`src/hdl/gdad_pkg.sv`:
```
// ----------------------------------------------------------------------------
// gdad_pkg
// Shared widths, calendar tables and constant-divide helpers for the
// Gregorian date adder.
// ----------------------------------------------------------------------------
package gdad_pkg;

	// field widths
	localparam int MW  = 4;   // month
	localparam int DW  = 5;   // day of month
	localparam int YW  = 14;  // input year
	localparam int OW  = 23;  // signed day offset
	localparam int SW  = 23;  // serial day of a corrected input date
	localparam int TW  = 26;  // signed serial + offset, covers MAX_YEAR up to 16383
	localparam int NW  = 25;  // zero-based result day
	localparam int RYW = 16;  // result year, up to 65535
	localparam int DNW = 22;  // day_number field
	localparam int Q4W = 8;   // count of 400-year cycles

	// queue between the front and back halves
	localparam int QDEPTH = 4;
	localparam int QAW    = 2;

	// cycle lengths in days
	localparam logic [17:0] DAYS_400Y = 18'd146097;
	localparam logic [15:0] DAYS_100Y = 16'd36524;
	localparam logic [10:0] DAYS_4Y   = 11'd1461;
	localparam logic [8:0]  DAYS_1Y   = 9'd365;

	// reciprocals, rounded up; shift chosen so that x*err < 2^K over the input range
	localparam int R400_K = 43;
	localparam longint unsigned R400_ML =
		((64'd1 << R400_K) + 64'd146097 - 64'd1) / 64'd146097;
	localparam logic [25:0] R400_M = 26'(R400_ML);

	localparam int R4_K = 27;
	localparam longint unsigned R4_ML = ((64'd1 << R4_K) + 64'd1461 - 64'd1) / 64'd1461;
	localparam logic [16:0] R4_M = 17'(R4_ML);

	localparam int DIV25_K = 19;
	localparam longint unsigned DIV25_ML = ((64'd1 << DIV25_K) + 64'd25 - 64'd1) / 64'd25;
	localparam logic [14:0] DIV25_M = 15'(DIV25_ML);

	localparam logic [MW-1:0] MONTH_JAN = 4'd1;
	localparam logic [MW-1:0] MONTH_FEB = 4'd2;
	localparam logic [MW-1:0] MONTH_DEC = 4'd12;

	// beat handed from the front half to the back half
	typedef struct packed {
		logic [NW-1:0] n;       // result date, days since 1/1/1
		logic [SW-1:0] serial;  // serial day of the corrected input
		logic          fixed;
		logic          sat;
	} gdad_item_t;

	// x / 25 for x < 2^14
	function automatic logic [9:0] div25(input logic [13:0] x);
		logic [28:0] pr;
		pr = 29'(x) * 29'(DIV25_M);
		return pr[28:DIV25_K];
	endfunction

	// days in a month of a common year
	function automatic logic [DW-1:0] month_len(input logic [MW-1:0] m);
		logic [DW-1:0] len;
		unique case (m) inside
			MONTH_FEB:                 len = 5'd28;
			4'd4, 4'd6, 4'd9, 4'd11:   len = 5'd30;
			default:                   len = 5'd31;
		endcase
		return len;
	endfunction

	// days before the first of a month in a common year
	function automatic logic [8:0] month_start(input logic [MW-1:0] m);
		logic [8:0] s;
		unique case (m)
			4'd1:    s = 9'd0;
			4'd2:    s = 9'd31;
			4'd3:    s = 9'd59;
			4'd4:    s = 9'd90;
			4'd5:    s = 9'd120;
			4'd6:    s = 9'd151;
			4'd7:    s = 9'd181;
			4'd8:    s = 9'd212;
			4'd9:    s = 9'd243;
			4'd10:   s = 9'd273;
			4'd11:   s = 9'd304;
			4'd12:   s = 9'd334;
			default: s = 9'd0;
		endcase
		return s;
	endfunction

endpackage

```
`src/hdl/gdad_front.sv`:
```
// ----------------------------------------------------------------------------
// gdad_front
// Corrects the input date, forms its serial day, adds the offset and
// saturates to the supported range. Five stages.
// ----------------------------------------------------------------------------
module gdad_front import gdad_pkg::*; #(
	parameter int MAX_YEAR = 9999
) (
	input  logic                 clk,
	input  logic                 arst_n,
	input  logic                 in_valid,
	output logic                 in_ready,
	input  logic [MW-1:0]        month_in,
	input  logic [DW-1:0]        day_in,
	input  logic [YW-1:0]        year_in,
	input  logic signed [OW-1:0] offset_days,
	output logic                 out_valid,
	input  logic                 out_ready,
	output gdad_item_t           out_item
);

	localparam logic [16:0] MAXY = 17'(MAX_YEAR);
	localparam longint MS_L = longint'(MAX_YEAR) * 365 + MAX_YEAR / 4 - MAX_YEAR / 100
		+ MAX_YEAR / 400;
	localparam logic signed [TW-1:0] MAX_SERIAL = TW'(MS_L);
	localparam logic [NW-1:0] MAX_N = NW'(MS_L - 1);

	logic v_s1, v_s2, v_s3, v_s4, v_s5;
	logic en1, en2, en3, en4, en5;

	always_comb begin
		en5 = !v_s5 || out_ready;
		en4 = !v_s4 || en5;
		en3 = !v_s3 || en4;
		en2 = !v_s2 || en3;
		en1 = !v_s1 || en2;
	end

	assign in_ready = en1;
	assign out_valid = v_s5;

	always_ff @(posedge clk or negedge arst_n) begin
		if (!arst_n) begin
			v_s1 <= 1'b0;
			v_s2 <= 1'b0;
			v_s3 <= 1'b0;
			v_s4 <= 1'b0;
			v_s5 <= 1'b0;
		end else begin
			if (en1) v_s1 <= in_valid;
			if (en2) v_s2 <= v_s1;
			if (en3) v_s3 <= v_s2;
			if (en4) v_s4 <= v_s3;
			if (en5) v_s5 <= v_s4;
		end
	end

	// stage 1: month and year correction
	logic [MW-1:0] m_c, m_s1;
	logic [YW-1:0] y_c, y_s1;
	logic          fix_c, fix_s1;
	logic [DW-1:0] d_s1;
	logic signed [OW-1:0] off_s1;

	always_comb begin
		m_c = month_in;
		y_c = year_in;
		fix_c = 1'b0;
		if (month_in > MONTH_DEC) begin
			m_c = MONTH_DEC;
			fix_c = 1'b1;
		end else if (month_in == '0) begin
			m_c = MONTH_JAN;
			fix_c = 1'b1;
		end
		if (year_in == '0) begin
			y_c = 14'd1;
			fix_c = 1'b1;
		end else if ({3'b000, year_in} > MAXY) begin
			y_c = YW'(MAXY);
			fix_c = 1'b1;
		end
	end

	always_ff @(posedge clk) begin
		if (en1) begin
			m_s1 <= m_c;
			y_s1 <= y_c;
			d_s1 <= day_in;
			off_s1 <= offset_days;
			fix_s1 <= fix_c;
		end
	end

	// stage 2: century quotients of the year and of the year before
	logic [MW-1:0] m_s2;
	logic [YW-1:0] y_s2, p_s2, p_c;
	logic [DW-1:0] d_s2;
	logic signed [OW-1:0] off_s2;
	logic fix_s2;
	logic [9:0] qy100_s2, qy400_s2, qp100_s2, qp400_s2;

	assign p_c = y_s1 - 14'd1;

	always_ff @(posedge clk) begin
		if (en2) begin
			m_s2 <= m_s1;
			y_s2 <= y_s1;
			p_s2 <= p_c;
			d_s2 <= d_s1;
			off_s2 <= off_s1;
			fix_s2 <= fix_s1;
			qy100_s2 <= div25({2'b00, y_s1[13:2]});
			qy400_s2 <= div25({4'b0000, y_s1[13:4]});
			qp100_s2 <= div25({2'b00, p_c[13:2]});
			qp400_s2 <= div25({4'b0000, p_c[13:4]});
		end
	end

	// stage 3: leap year, day clamp, days before the year
	logic leap_c, y4_c, y100_c, y400_c;
	logic [DW-1:0] len_c, d_c;
	logic [SW-1:0] dby_s3;
	logic [8:0] ms_s3;
	logic [DW-1:0] d_s3;
	logic signed [OW-1:0] off_s3;
	logic fix_s3;

	always_comb begin
		y4_c = (y_s2[1:0] == 2'b00);
		y100_c = y4_c && (y_s2[13:2] == 12'({2'b00, qy100_s2} * 12'd25));
		y400_c = (y_s2[3:0] == 4'b0000) && (y_s2[13:4] == 10'(qy400_s2 * 10'd25));
		leap_c = (y4_c && !y100_c) || y400_c;
		len_c = month_len(m_s2) + DW'(m_s2 == MONTH_FEB && leap_c);
		d_c = d_s2;
		if (d_s2 > len_c) d_c = len_c;
		else if (d_s2 == '0) d_c = 5'd1;
	end

	always_ff @(posedge clk) begin
		if (en3) begin
			dby_s3 <= SW'(p_s2) * 23'd365 + SW'(p_s2[13:2]) - SW'(qp100_s2) + SW'(qp400_s2);
			ms_s3 <= month_start(m_s2) + 9'(m_s2 > MONTH_FEB && leap_c);
			d_s3 <= d_c;
			off_s3 <= off_s2;
			fix_s3 <= fix_s2 || (d_s2 > len_c) || (d_s2 == '0);
		end
	end

	// stage 4: serial day
	logic [SW-1:0] serial_s4;
	logic signed [OW-1:0] off_s4;
	logic fix_s4;

	always_ff @(posedge clk) begin
		if (en4) begin
			serial_s4 <= dby_s3 + SW'(ms_s3) + SW'(d_s3);
			off_s4 <= off_s3;
			fix_s4 <= fix_s3;
		end
	end

	// stage 5: add the offset and saturate
	logic signed [TW-1:0] t_c;
	logic lo_c, hi_c;
	logic [NW-1:0] n_c;

	always_comb begin
		t_c = $signed({{(TW - SW){1'b0}}, serial_s4})
			+ $signed({{(TW - OW){off_s4[OW-1]}}, off_s4});
		lo_c = t_c[TW-1] || (t_c == '0);
		hi_c = t_c > MAX_SERIAL;
		if (lo_c) n_c = '0;
		else if (hi_c) n_c = MAX_N;
		else n_c = NW'(t_c - TW'(1));
	end

	always_ff @(posedge clk) begin
		if (en5) begin
			out_item.n <= n_c;
			out_item.serial <= serial_s4;
			out_item.fixed <= fix_s4;
			out_item.sat <= lo_c || hi_c;
		end
	end

endmodule

```
`src/hdl/gdad_queue.sv`:
```
// ----------------------------------------------------------------------------
// gdad_queue
// Small FIFO between the front and back halves.
// ----------------------------------------------------------------------------
module gdad_queue import gdad_pkg::*; (
	input  logic       clk,
	input  logic       arst_n,
	input  logic       in_valid,
	output logic       in_ready,
	input  gdad_item_t in_item,
	output logic       out_valid,
	input  logic       out_ready,
	output gdad_item_t out_item
);

	gdad_item_t ent_q [QDEPTH];
	logic [QAW:0] wr_q, rd_q;
	logic full, empty, push, pop;

	assign empty = (wr_q == rd_q);
	assign full = (wr_q[QAW] != rd_q[QAW]) && (wr_q[QAW-1:0] == rd_q[QAW-1:0]);
	assign in_ready = !full;
	assign out_valid = !empty;
	assign push = in_valid && !full;
	assign pop = !empty && out_ready;
	assign out_item = ent_q[rd_q[QAW-1:0]];

	always_ff @(posedge clk or negedge arst_n) begin
		if (!arst_n) begin
			wr_q <= '0;
			rd_q <= '0;
		end else begin
			if (push) wr_q <= wr_q + 1'b1;
			if (pop) rd_q <= rd_q + 1'b1;
		end
	end

	always_ff @(posedge clk) begin
		if (push) ent_q[wr_q[QAW-1:0]] <= in_item;
	end

endmodule

```
`src/hdl/gdad_back.sv`:
```
// ----------------------------------------------------------------------------
// gdad_back
// Splits a zero-based day count into year, month and day. Seven stages,
// the last one is the output register.
// ----------------------------------------------------------------------------
module gdad_back import gdad_pkg::*; (
	input  logic           clk,
	input  logic           arst_n,
	input  logic           in_valid,
	output logic           in_ready,
	input  gdad_item_t     in_item,
	output logic           out_valid,
	input  logic           out_ready,
	output logic [MW-1:0]  month_out,
	output logic [DW-1:0]  day_out,
	output logic [YW-1:0]  year_out,
	output logic [DNW-1:0] day_number,
	output logic           input_corrected,
	output logic           range_saturated
);

	logic v_s1, v_s2, v_s3, v_s4, v_s5, v_s6, v_s7;
	logic en1, en2, en3, en4, en5, en6, en7;

	always_comb begin
		en7 = !v_s7 || out_ready;
		en6 = !v_s6 || en7;
		en5 = !v_s5 || en6;
		en4 = !v_s4 || en5;
		en3 = !v_s3 || en4;
		en2 = !v_s2 || en3;
		en1 = !v_s1 || en2;
	end

	assign in_ready = en1;
	assign out_valid = v_s7;

	always_ff @(posedge clk or negedge arst_n) begin
		if (!arst_n) begin
			v_s1 <= 1'b0;
			v_s2 <= 1'b0;
			v_s3 <= 1'b0;
			v_s4 <= 1'b0;
			v_s5 <= 1'b0;
			v_s6 <= 1'b0;
			v_s7 <= 1'b0;
		end else begin
			if (en1) v_s1 <= in_valid;
			if (en2) v_s2 <= v_s1;
			if (en3) v_s3 <= v_s2;
			if (en4) v_s4 <= v_s3;
			if (en5) v_s5 <= v_s4;
			if (en6) v_s6 <= v_s5;
			if (en7) v_s7 <= v_s6;
		end
	end

	gdad_item_t item_s1, item_s2, item_s3, item_s4, item_s5, item_s6;

	// stage 1: 400-year cycles by reciprocal multiply
	logic [50:0] pr400;
	logic [Q4W-1:0] q400_s1;

	assign pr400 = 51'(in_item.n) * 51'(R400_M);

	always_ff @(posedge clk) begin
		if (en1) begin
			item_s1 <= in_item;
			q400_s1 <= pr400[50:R400_K];
		end
	end

	// stage 2: remainder within the 400-year cycle
	logic [17:0] r400_s2;
	logic [RYW-1:0] yb_s2;

	always_ff @(posedge clk) begin
		if (en2) begin
			item_s2 <= item_s1;
			r400_s2 <= 18'(item_s1.n - NW'(NW'(q400_s1) * NW'(DAYS_400Y)));
			yb_s2 <= RYW'(q400_s1) * 16'd400;
		end
	end

	// stage 3: centuries, the fourth century absorbs the cycle's last day
	logic [1:0] q100_c, q100_s3;
	logic [15:0] r100_s3;
	logic [RYW-1:0] yb_s3;

	always_comb begin
		if (r400_s2 >= 18'd109572) q100_c = 2'd3;
		else if (r400_s2 >= 18'd73048) q100_c = 2'd2;
		else if (r400_s2 >= 18'(DAYS_100Y)) q100_c = 2'd1;
		else q100_c = 2'd0;
	end

	always_ff @(posedge clk) begin
		if (en3) begin
			item_s3 <= item_s2;
			q100_s3 <= q100_c;
			r100_s3 <= 16'(r400_s2 - 18'(q100_c) * 18'(DAYS_100Y));
			yb_s3 <= yb_s2 + RYW'(q100_c) * 16'd100;
		end
	end

	// stage 4: 4-year groups by reciprocal multiply
	logic [32:0] pr4;
	logic [4:0] q4_s4;
	logic [1:0] q100_s4;
	logic [15:0] r100_s4;
	logic [RYW-1:0] yb_s4;

	assign pr4 = 33'(r100_s3) * 33'(R4_M);

	always_ff @(posedge clk) begin
		if (en4) begin
			item_s4 <= item_s3;
			q4_s4 <= pr4[31:R4_K];
			q100_s4 <= q100_s3;
			r100_s4 <= r100_s3;
			yb_s4 <= yb_s3;
		end
	end

	// stage 5: remainder within the 4-year group
	logic [10:0] r4_s5;
	logic [4:0] q4_s5;
	logic [1:0] q100_s5;
	logic [RYW-1:0] yb_s5;

	always_ff @(posedge clk) begin
		if (en5) begin
			item_s5 <= item_s4;
			r4_s5 <= 11'(r100_s4 - 16'(q4_s4) * 16'(DAYS_4Y));
			q4_s5 <= q4_s4;
			q100_s5 <= q100_s4;
			yb_s5 <= yb_s4 + RYW'(q4_s4) * 16'd4;
		end
	end

	// stage 6: single years, leap flag from the decomposition itself
	logic [1:0] q1_c;
	logic [8:0] r1_s6;
	logic [RYW-1:0] ry_s6;
	logic leap_s6;

	always_comb begin
		if (r4_s5 >= 11'd1095) q1_c = 2'd3;
		else if (r4_s5 >= 11'd730) q1_c = 2'd2;
		else if (r4_s5 >= 11'(DAYS_1Y)) q1_c = 2'd1;
		else q1_c = 2'd0;
	end

	always_ff @(posedge clk) begin
		if (en6) begin
			item_s6 <= item_s5;
			r1_s6 <= 9'(r4_s5 - 11'(q1_c) * 11'(DAYS_1Y));
			ry_s6 <= yb_s5 + RYW'(q1_c) + 16'd1;
			// year divisible by 4 ends a group; by 100 unless it also ends a 400-year span
			leap_s6 <= (q1_c == 2'd3) && ((q4_s5 != 5'd24) || (q100_s5 == 2'd3));
		end
	end

	// stage 7: month search and day, output register
	logic [MW-1:0] rm_c;
	logic [8:0] st_c;

	always_comb begin
		rm_c = MONTH_JAN;
		for (int i = 2; i <= 12; i++) begin
			if (r1_s6 >= month_start(MW'(i)) + 9'(i > 2 && leap_s6)) rm_c = MW'(i);
		end
		st_c = month_start(rm_c) + 9'(rm_c > MONTH_FEB && leap_s6);
	end

	always_ff @(posedge clk) begin
		if (en7) begin
			month_out <= rm_c;
			day_out <= DW'(r1_s6 - st_c + 9'd1);
			year_out <= YW'(ry_s6);
			day_number <= item_s6.serial[DNW-1:0];
			input_corrected <= item_s6.fixed;
			range_saturated <= item_s6.sat;
		end
	end

endmodule

```
`src/hdl/gregorian_date_add_days.sv`:
```
// ----------------------------------------------------------------------------
// gregorian_date_add_days
// Adds a signed day offset to a corrected Gregorian date and returns the
// new date with the serial day of the input and two status flags.
// ----------------------------------------------------------------------------
//
//  channel  dir  beat contents
//  -------  ---  ---------------------------------------------------------
//  s_axis   in   tdata: month_in, day_in, year_in, offset_days
//  m_axis   out  tdata: month_out, day_out, year_out, day_number
//                tuser: input_corrected, range_saturated
//
//  Throughput is one beat per clock while m_axis_tready stays high. A beat
//  passes 5 front stages, the queue and 7 back stages to the output register.
//  The front corrects the date, builds the serial day and saturates the sum;
//  the back splits the day count into 400/100/4/1-year groups and a month.
//  A 4-entry queue lets the back stall on m_axis_tready while the front keeps
//  accepting; s_axis_tready drops only once the queue and front are full.
//  Reset clears valid state only; no clearing pass is needed.
//
module gregorian_date_add_days import gdad_pkg::*; #(
	parameter int MAX_YEAR = 9999
) (
	input  logic        clk,
	input  logic        arst_n,
	input  logic        s_axis_tvalid,
	output logic        s_axis_tready,
	input  logic [47:0] s_axis_tdata,   // month_in, day_in, year_in, offset_days
	output logic        m_axis_tvalid,
	input  logic        m_axis_tready,
	output logic [47:0] m_axis_tdata,   // month_out, day_out, year_out, day_number
	output logic [1:0]  m_axis_tuser    // input_corrected, range_saturated
);

	// input beat fields
	logic [MW-1:0] month_in;
	logic [DW-1:0] day_in;
	logic [YW-1:0] year_in;
	logic signed [OW-1:0] offset_days;

	assign month_in = s_axis_tdata[3:0];
	assign day_in = s_axis_tdata[8:4];
	assign year_in = s_axis_tdata[22:9];
	assign offset_days = $signed(s_axis_tdata[45:23]);

	// front to queue
	logic f_valid, f_ready;
	gdad_item_t f_item;

	// queue to back
	logic q_valid, q_ready;
	gdad_item_t q_item;

	// result fields
	logic [MW-1:0] month_out;
	logic [DW-1:0] day_out;
	logic [YW-1:0] year_out;
	logic [DNW-1:0] day_number;
	logic input_corrected, range_saturated;

	gdad_front #(
		.MAX_YEAR(MAX_YEAR)
	) u_front (
		.clk         (clk),
		.arst_n      (arst_n),
		.in_valid    (s_axis_tvalid),
		.in_ready    (s_axis_tready),
		.month_in    (month_in),
		.day_in      (day_in),
		.year_in     (year_in),
		.offset_days (offset_days),
		.out_valid   (f_valid),
		.out_ready   (f_ready),
		.out_item    (f_item)
	);

	gdad_queue u_queue (
		.clk       (clk),
		.arst_n    (arst_n),
		.in_valid  (f_valid),
		.in_ready  (f_ready),
		.in_item   (f_item),
		.out_valid (q_valid),
		.out_ready (q_ready),
		.out_item  (q_item)
	);

	gdad_back u_back (
		.clk             (clk),
		.arst_n          (arst_n),
		.in_valid        (q_valid),
		.in_ready        (q_ready),
		.in_item         (q_item),
		.out_valid       (m_axis_tvalid),
		.out_ready       (m_axis_tready),
		.month_out       (month_out),
		.day_out         (day_out),
		.year_out        (year_out),
		.day_number      (day_number),
		.input_corrected (input_corrected),
		.range_saturated (range_saturated)
	);

	// pack result beat, low field first, zero fill to 48 bits
	assign m_axis_tdata = {3'b000, day_number, year_out, day_out, month_out};
	assign m_axis_tuser = {range_saturated, input_corrected};

	// a result date is always a real calendar month and day
	a_month_day: assert property (@(posedge clk) disable iff (!arst_n)
		m_axis_tvalid |-> (month_out >= MONTH_JAN) && (month_out <= MONTH_DEC)
			&& (day_out != '0))
		else $error("result month or day out of range");

	// February never runs past day 29
	a_feb_len: assert property (@(posedge clk) disable iff (!arst_n)
		(m_axis_tvalid && month_out == MONTH_FEB) |-> (day_out <= 5'd29))
		else $error("February day past 29");

	// a saturated result sits on one end of the range
	a_sat_end: assert property (@(posedge clk) disable iff (!arst_n)
		(m_axis_tvalid && range_saturated) |->
			((month_out == MONTH_JAN && day_out == 5'd1 && year_out == 14'd1)
			|| (month_out == MONTH_DEC && day_out == 5'd31
				&& year_out == YW'(MAX_YEAR))))
		else $error("saturated result not at a range end");

endmodule

```
`config.mk`:
```
export PLATFORM = sky130hd
export DESIGN_NAME = gregorian_date_add_days
export DESIGN_NICKNAME = d
export VERILOG_FILES = /design/src/hdl/gdad_pkg.sv /design/src/hdl/gdad_front.sv /design/src/hdl/gdad_queue.sv /design/src/hdl/gdad_back.sv /design/src/hdl/gregorian_date_add_days.sv
export SDC_FILE = /design/constraint.sdc
export NUM_CORES = 2
export LEC_CHECK = 0
export BUFFER_PORTS_ARGS = -buffer_cell sky130_fd_sc_hd__buf_2
export CAP_MARGIN = 20
export CORE_UTILIZATION = 60
export DETAILED_ROUTE_END_ITERATION = 8
export PLACE_DENSITY = 0.76
export SLEW_MARGIN = 0
export SYNTH_ARGS = -nofsm -noshare
export SYNTH_HDL_FRONTEND = slang
export SYNTH_SLANG_ARGS = --single-unit
```
`constraint.sdc`:
```
create_clock -name clk -period 22.6 [get_ports clk]
set_input_delay 4.52 -clock clk [delete_from_list [all_inputs] [get_ports clk]]
set_output_delay 4.52 -clock clk [all_outputs]
set_load 0.02 [all_outputs]
```
# Word-level counts from Yosys, hierarchy flattened
# Memory sizes are Yosys's and may differ from the RTL's. A register that Yosys moved wholly into a read port is not among the register bits.
# Index checks and enable logic that the tools add are counted.
# totals
input_bits,52
ramBits,200
mem_bits_ro,288
wordCells,255
memories,3
reg_bits,677
# memory_table
memory,words,width,rd,rd_ports_with_merged_regs,write_ports,line_no,text
u_queue.ent_q,4,50,1,0,1,gdad_queue.sv:16,gdad_item_t ent_q [QDEPTH];
(name not given),16,9,1,0,0,gdad_pkg.sv:77,unique case (m)
(name not given),16,9,1,1,0,gdad_pkg.sv:77,
# classes
multipliers,15
magnitude_cmp,23
reduce_logical,54
eq_ne,13
add_sub_neg,33
mux,28
# ops
operator,n
$ge 9x9->1,7
$mul 12x13->25 const B,2
$mul 25x24->49 const B,1
$mul 10x13->23 const B,2
$add 8x1->9 const A,4
$ge 18x17->1 const B,2
$mul 16x15->30 const B,1
$mux 4,7
$add 9x1->9 const A,3
$logic_not 26->1,1
$add 24x23->25,1
$gt 25x23->1 const B,1
$sub 25x2->25 const B,1
$add 23x12->23,1
$add 23x5->23,1
$add 23x6->23,1
$add 23x9->23,1
$mul 14x9->23 const B,1
$sub 23x8->23,1
$mux 22,1
$ge 18x16->1 const B,1
$ge 9x8->1,2
$logic_or 1x1->1,18
$mul 8x18->18 const B,1
59 further kinds,104

# Depth between registers and ports, before layout
# logic_depth
depth_word,17
mapped_depth,28
mapped_depth_nobuf,28

# Cells and area by module
# A second synthesis with hierarchy kept.
# hier_totals
hier_cells,5088
hier_area_um2,64638.2
# by_module_without_submodules
module,cells_each,area_each_um2,n_inst,seq_area_each_um2
gdad_back,2595,31631.6,1,10835.4
gdad_front,2178,25291.8,1,9133.8
gdad_queue,309,7673.6,1,6155.9
gregorian_date_add_days,6,41.3,1,0.0

# Worst setup path after synthesis
# No wires, ideal clock.
# synth_timing
kind,input-to-reg
startpoint,input port m_axis_tready
endpoint,register u_queue.rd_q[1]
setup_ps,125
cell_stages,6
t_arrival_ps,9068
n_path_buf,0
path_slack_ps,13408
path_cell_list,nor2b_1 > nand3_1 > nor2_1 > nand4_1 > o21a_1 > mux2_2
# synth_between
elab_chain_len,8
# synth_lines
item,line_no,text
start: declaration,gregorian_date_add_days.sv:30,"input logic m_axis_tready,"
$logic_or 1x1->1,gdad_back.sv:26,en7 = !v_s7 || out_ready;
$logic_or 1x1->1,gdad_back.sv:27,en6 = !v_s6 || en7;
$logic_or 1x1->1,gdad_back.sv:28,en5 = !v_s5 || en6;
named net u_back.en5,gdad_back.sv:23,"logic en1, en2, en3, en4, en5, en6, en7;"
$logic_or 1x1->1,gdad_back.sv:29,en4 = !v_s4 || en5;
$logic_or 1x1->1,gdad_back.sv:30,en3 = !v_s3 || en4;
$logic_or 1x1->1,gdad_back.sv:31,en2 = !v_s2 || en3;
$logic_or 1x1->1,gdad_back.sv:32,en1 = !v_s1 || en2;
$logic_and 1x1->1,gdad_queue.sv:25,assign pop = !empty && out_ready;
end signal: assignment,gdad_queue.sv:34,if (pop) rd_q <= rd_q + 1'b1;
end: declaration,gdad_queue.sv:17,"logic [QAW:0] wr_q, rd_q;"
# The timed path passes the listed nets, and every way through them passes these cells.
# A chain may end at the register's enable or synchronous reset.

==> metrics.md <==
| Metric | Value |
|---|---|
| Antenna Nets Post-Route | 0 |
| CTS tree | built |
| Crit Reg-Reg Endpoint | u_back.q400_s1[1] |
| Detailed placement HPWL | ~94 mm |
| Vias per cell | between 5 and 6 |
| Slew Viols, Final | 0 |
| Core area | between 0.1 and 0.15 mm2 |
| Clock latency on the worst-skew pair | 0.67 ns |
| Setup violators final | 0 |
| Syn avg cell area | between 10 and 15 um2 |
| Drt first pass iters | 5 |
| Post-synth EDFFs | between 800 and 900 |
| Finished Layout Cells | ~6600 |
| Distinct cells, synth | 89 |
| Grt ovf | 0 |
| Post-CTS Setup Repair Bufs | 0 |
| Worst Hold End | u_front.d_s2[2] |
| Via count | between 30000 and 40000 |
| Layout cells sized above 1 | under 10% |
| Die height | 328 um |
| Hold_sp | u_front.d_s1[2] |
| GPL Wtd Cong | between 0.9 and 1 |
| Worst EP arrival | 9.56 ns |
| # nets final | around 6700 |
| Layout area overhead | 8.08% |
| # IOs | around 100 |
| Detailed router's first-iteration violation count | approximately 1900 |
| WL per Instance | 18.0 um |
| Setup_tns | 0 ns |
| CP cell instances | buf_4, mux4_2, inv_1, fa_1, inv_1, fa_1, inv_1, fa_1, fa_1, fa_1, fa_1, fa_1, inv_1, ha_1, o21ai_0, a21oi_1, nand2_1, o311ai_0, buf_4, o21a_1, a31oi_1, o21ai_0, a21oi_1, xnor2_1 |
| Global-route wire length before repair | approximately 200 mm |
| Slowest Stage Delay on Critical Path | ~0.76 ns |
| Achievable clock frequency | 110 MHz |
| Clock buffer depth | 3 |
| Root buffer cell | clkbuf_16 |
| Residual DRC | 0 |
| RSZ-0062 raised after global routing | false |
| Largest net degree at the start of global routing | 68 |
| Status | complete, no violations |
| CP max-delay cell | mux4_2 |
| Rows | around 120 |
| Antenna violations before repair | 1 |
| Tcrit/Tclk final | between 40% and 50% |
| R2R setup slack | 13.49 ns |
| R2R Path Start | u_queue.rd_q[0] |
| Worst Hold Class | reg -> reg |
| Crit. End Element | register |
| Primary FF master, synth | edfxtp_1 |
| CTS clock-pin slew for the worst setup and hold paths | about 0.06 ns |
| Final worst path period need | 9.11 ns |
| CTS buffer count | between 80 and 90 |
| Max-cap violations | 0 |
| Worst-Margin Slew | slightly above 1 ns |
| Initial cell density of the core | ~61% |
| Diode count | 0 |
| Clock skew | about 0.035 ns |
| Placed Cells | approximately 6400 |
| Fin. Hold Viols | 0 |
| Worst reg2reg path depth | 24 |
| Post-CTS Resized | 0 |
| Hold_buf cts | 0 |
| H-tree Lvls | 3 |
| Total track usage | 23.2% |
| WHS Path Cells | 0 |
| Vias in the first global route | slightly below 40000 |
| Async set-or-reset flop fraction in the synthesized netlist | 2.07% |
| Die Wd | 328 um |
| Synthesized flop and latch total | between 800 and 900 |
| Sequential area share after synthesis | just over 40% |
| Relative slew margins | ~32% |
| Routed WL | between 100 and 150 mm |
| Buffers on Ports | 98 |
| Clk sinks | 871 |
| Mapped cell area | around 0.064 mm2 |
| Cell family with most CP delay | adder cells |
| Setup Crit Path Kind | reg -> reg |
| Die Area | about 0.11 mm2 |
| Synthesis warning total | 0 |
| CP Launch Type | register |
| Top cell by count, worst path | fa_1 |
| Post-synthesis instance total | 4954 |
| Crit path buf inv count | 6 |
| Max FO, Critical Path | 32 |
| Worst path required time | 23.05 ns |
[cell families after synthesis]
logic type | synth area share (%)
multiplexers | 1.89
AND/OR/NAND/NOR | 4.30
XOR/XNOR | 3.75
AO/OA/AOI/OAI | 5.96
other | 0.00588
adder cells (fa/ha/maj) | 36.6
flip-flops | 40.7
buffers and inverters | 6.80
[final cells by class]
class / instances / area [um2]
clock buffers: 108 / 2280
clock inverters: 48 / 553
flip-flops and latches: 871 / 26000
inverters: 1099 / 4130
well taps: 1391 / 1740
multi-input cells: 2945 / 33500
fillers: 7532 / 36400
repair buffers: 125 / 718
[metrics by stage]
step                util, %  instance area [um2]  hold WS [ns]  setup slack, ns
finish                 65.5                68900         0.405            13.49
global route           65.5                68900         0.407            13.02
CTS                    65.4                68900         0.401            13.45
detailed placement     62.7                66000         0.405            13.52
global placement       62.7                66000         0.401            13.57
floorplan                 -                63800         0.400            13.41
[synth_stat cells (all sizes together), types with 40 or more instances]
| library cell | n | area share (%) |
|---|---|---|
| inv | 1099 | 6.5 |
| ha | 917 | 18 |
| edfxtp | 844 | 40 |
| fa | 591 | 19 |
| xnor2 | 196 | 2.7 |
| nor2 | 135 | 0.79 |
| a21oi | 134 | 1.1 |
| nand2 | 123 | 0.73 |
| o21ai | 102 | 0.80 |
| a21o | 81 | 0.95 |
| xor2 | 77 | 1.1 |
| mux4 | 49 | 1.7 |
| nor3 | 47 | 0.37 |
| nand3 | 44 | 0.35 |
| o21a | 40 | 0.47 |
[sequential cells by signal, summed over array words and instances, names as in the netlist, 12 cells and up, named ones only]
name / flops
u_back.day_number: 22
u_back.item_s1: 42
u_back.item_s2: 24
u_back.item_s3: 24
u_back.item_s4: 24
u_back.item_s5: 24
u_back.item_s6: 24
u_back.r100_s3: 16
u_back.r400_s2: 18
u_back.ry_s6: 14
u_back.yb_s5: 12
u_back.year_out: 14
u_front.dby_s3: 23
u_front.off_s1: 23
u_front.off_s2: 23
u_front.off_s3: 23
u_front.off_s4: 23
u_front.out_item: 49
u_front.p_s2: 14
u_front.serial_s4: 23
u_front.y_s1: 14
u_front.y_s2: 14
u_queue.ent_q: 196
[cells in the final DEF, fill, tap and decap left out, types with 49 or more instances in the layout]
master / count
o21ai_0: 97
mux4_2: 49
xor2_1: 77
a21o_1: 81
nor2_1: 135
inv_1: 1095
a21oi_1: 133
clkbuf_16: 88
nand2_1: 118
buf_2: 98
fa_1: 591
edfxtp_1: 844
xnor2_1: 196
ha_1: 917
[metal layers]
layer  vias up  wire, um  GRT usage (%)
li1      17096         -              -
met1     17770     49100           29.2
met3       214      4510           3.13
met2       695     62000           41.8
met4         2      3020           6.07
met5         -        17              0
[worst max-delay path by stage]
stage                         start                 to  slack [ns]  depth (start not counted)
floorplan             m_axis_tready    u_queue.rd_q[1]       13.41                          6
global placement    u_queue.rd_q[0]  u_back.q400_s1[7]       13.57                         24
detailed placement  u_queue.rd_q[0]  u_back.q400_s1[1]       13.52                         24
CTS                 u_queue.rd_q[0]  u_back.q400_s1[1]       13.45                         24
global route        u_queue.rd_q[0]  u_back.q400_s1[1]       13.02                         24
finish              u_queue.rd_q[0]  u_back.q400_s1[1]       13.49                         24
Power is left out: the tool's default activity adds up to more than one toggle a clock period on the data nets, which glitch-free logic cannot reach.
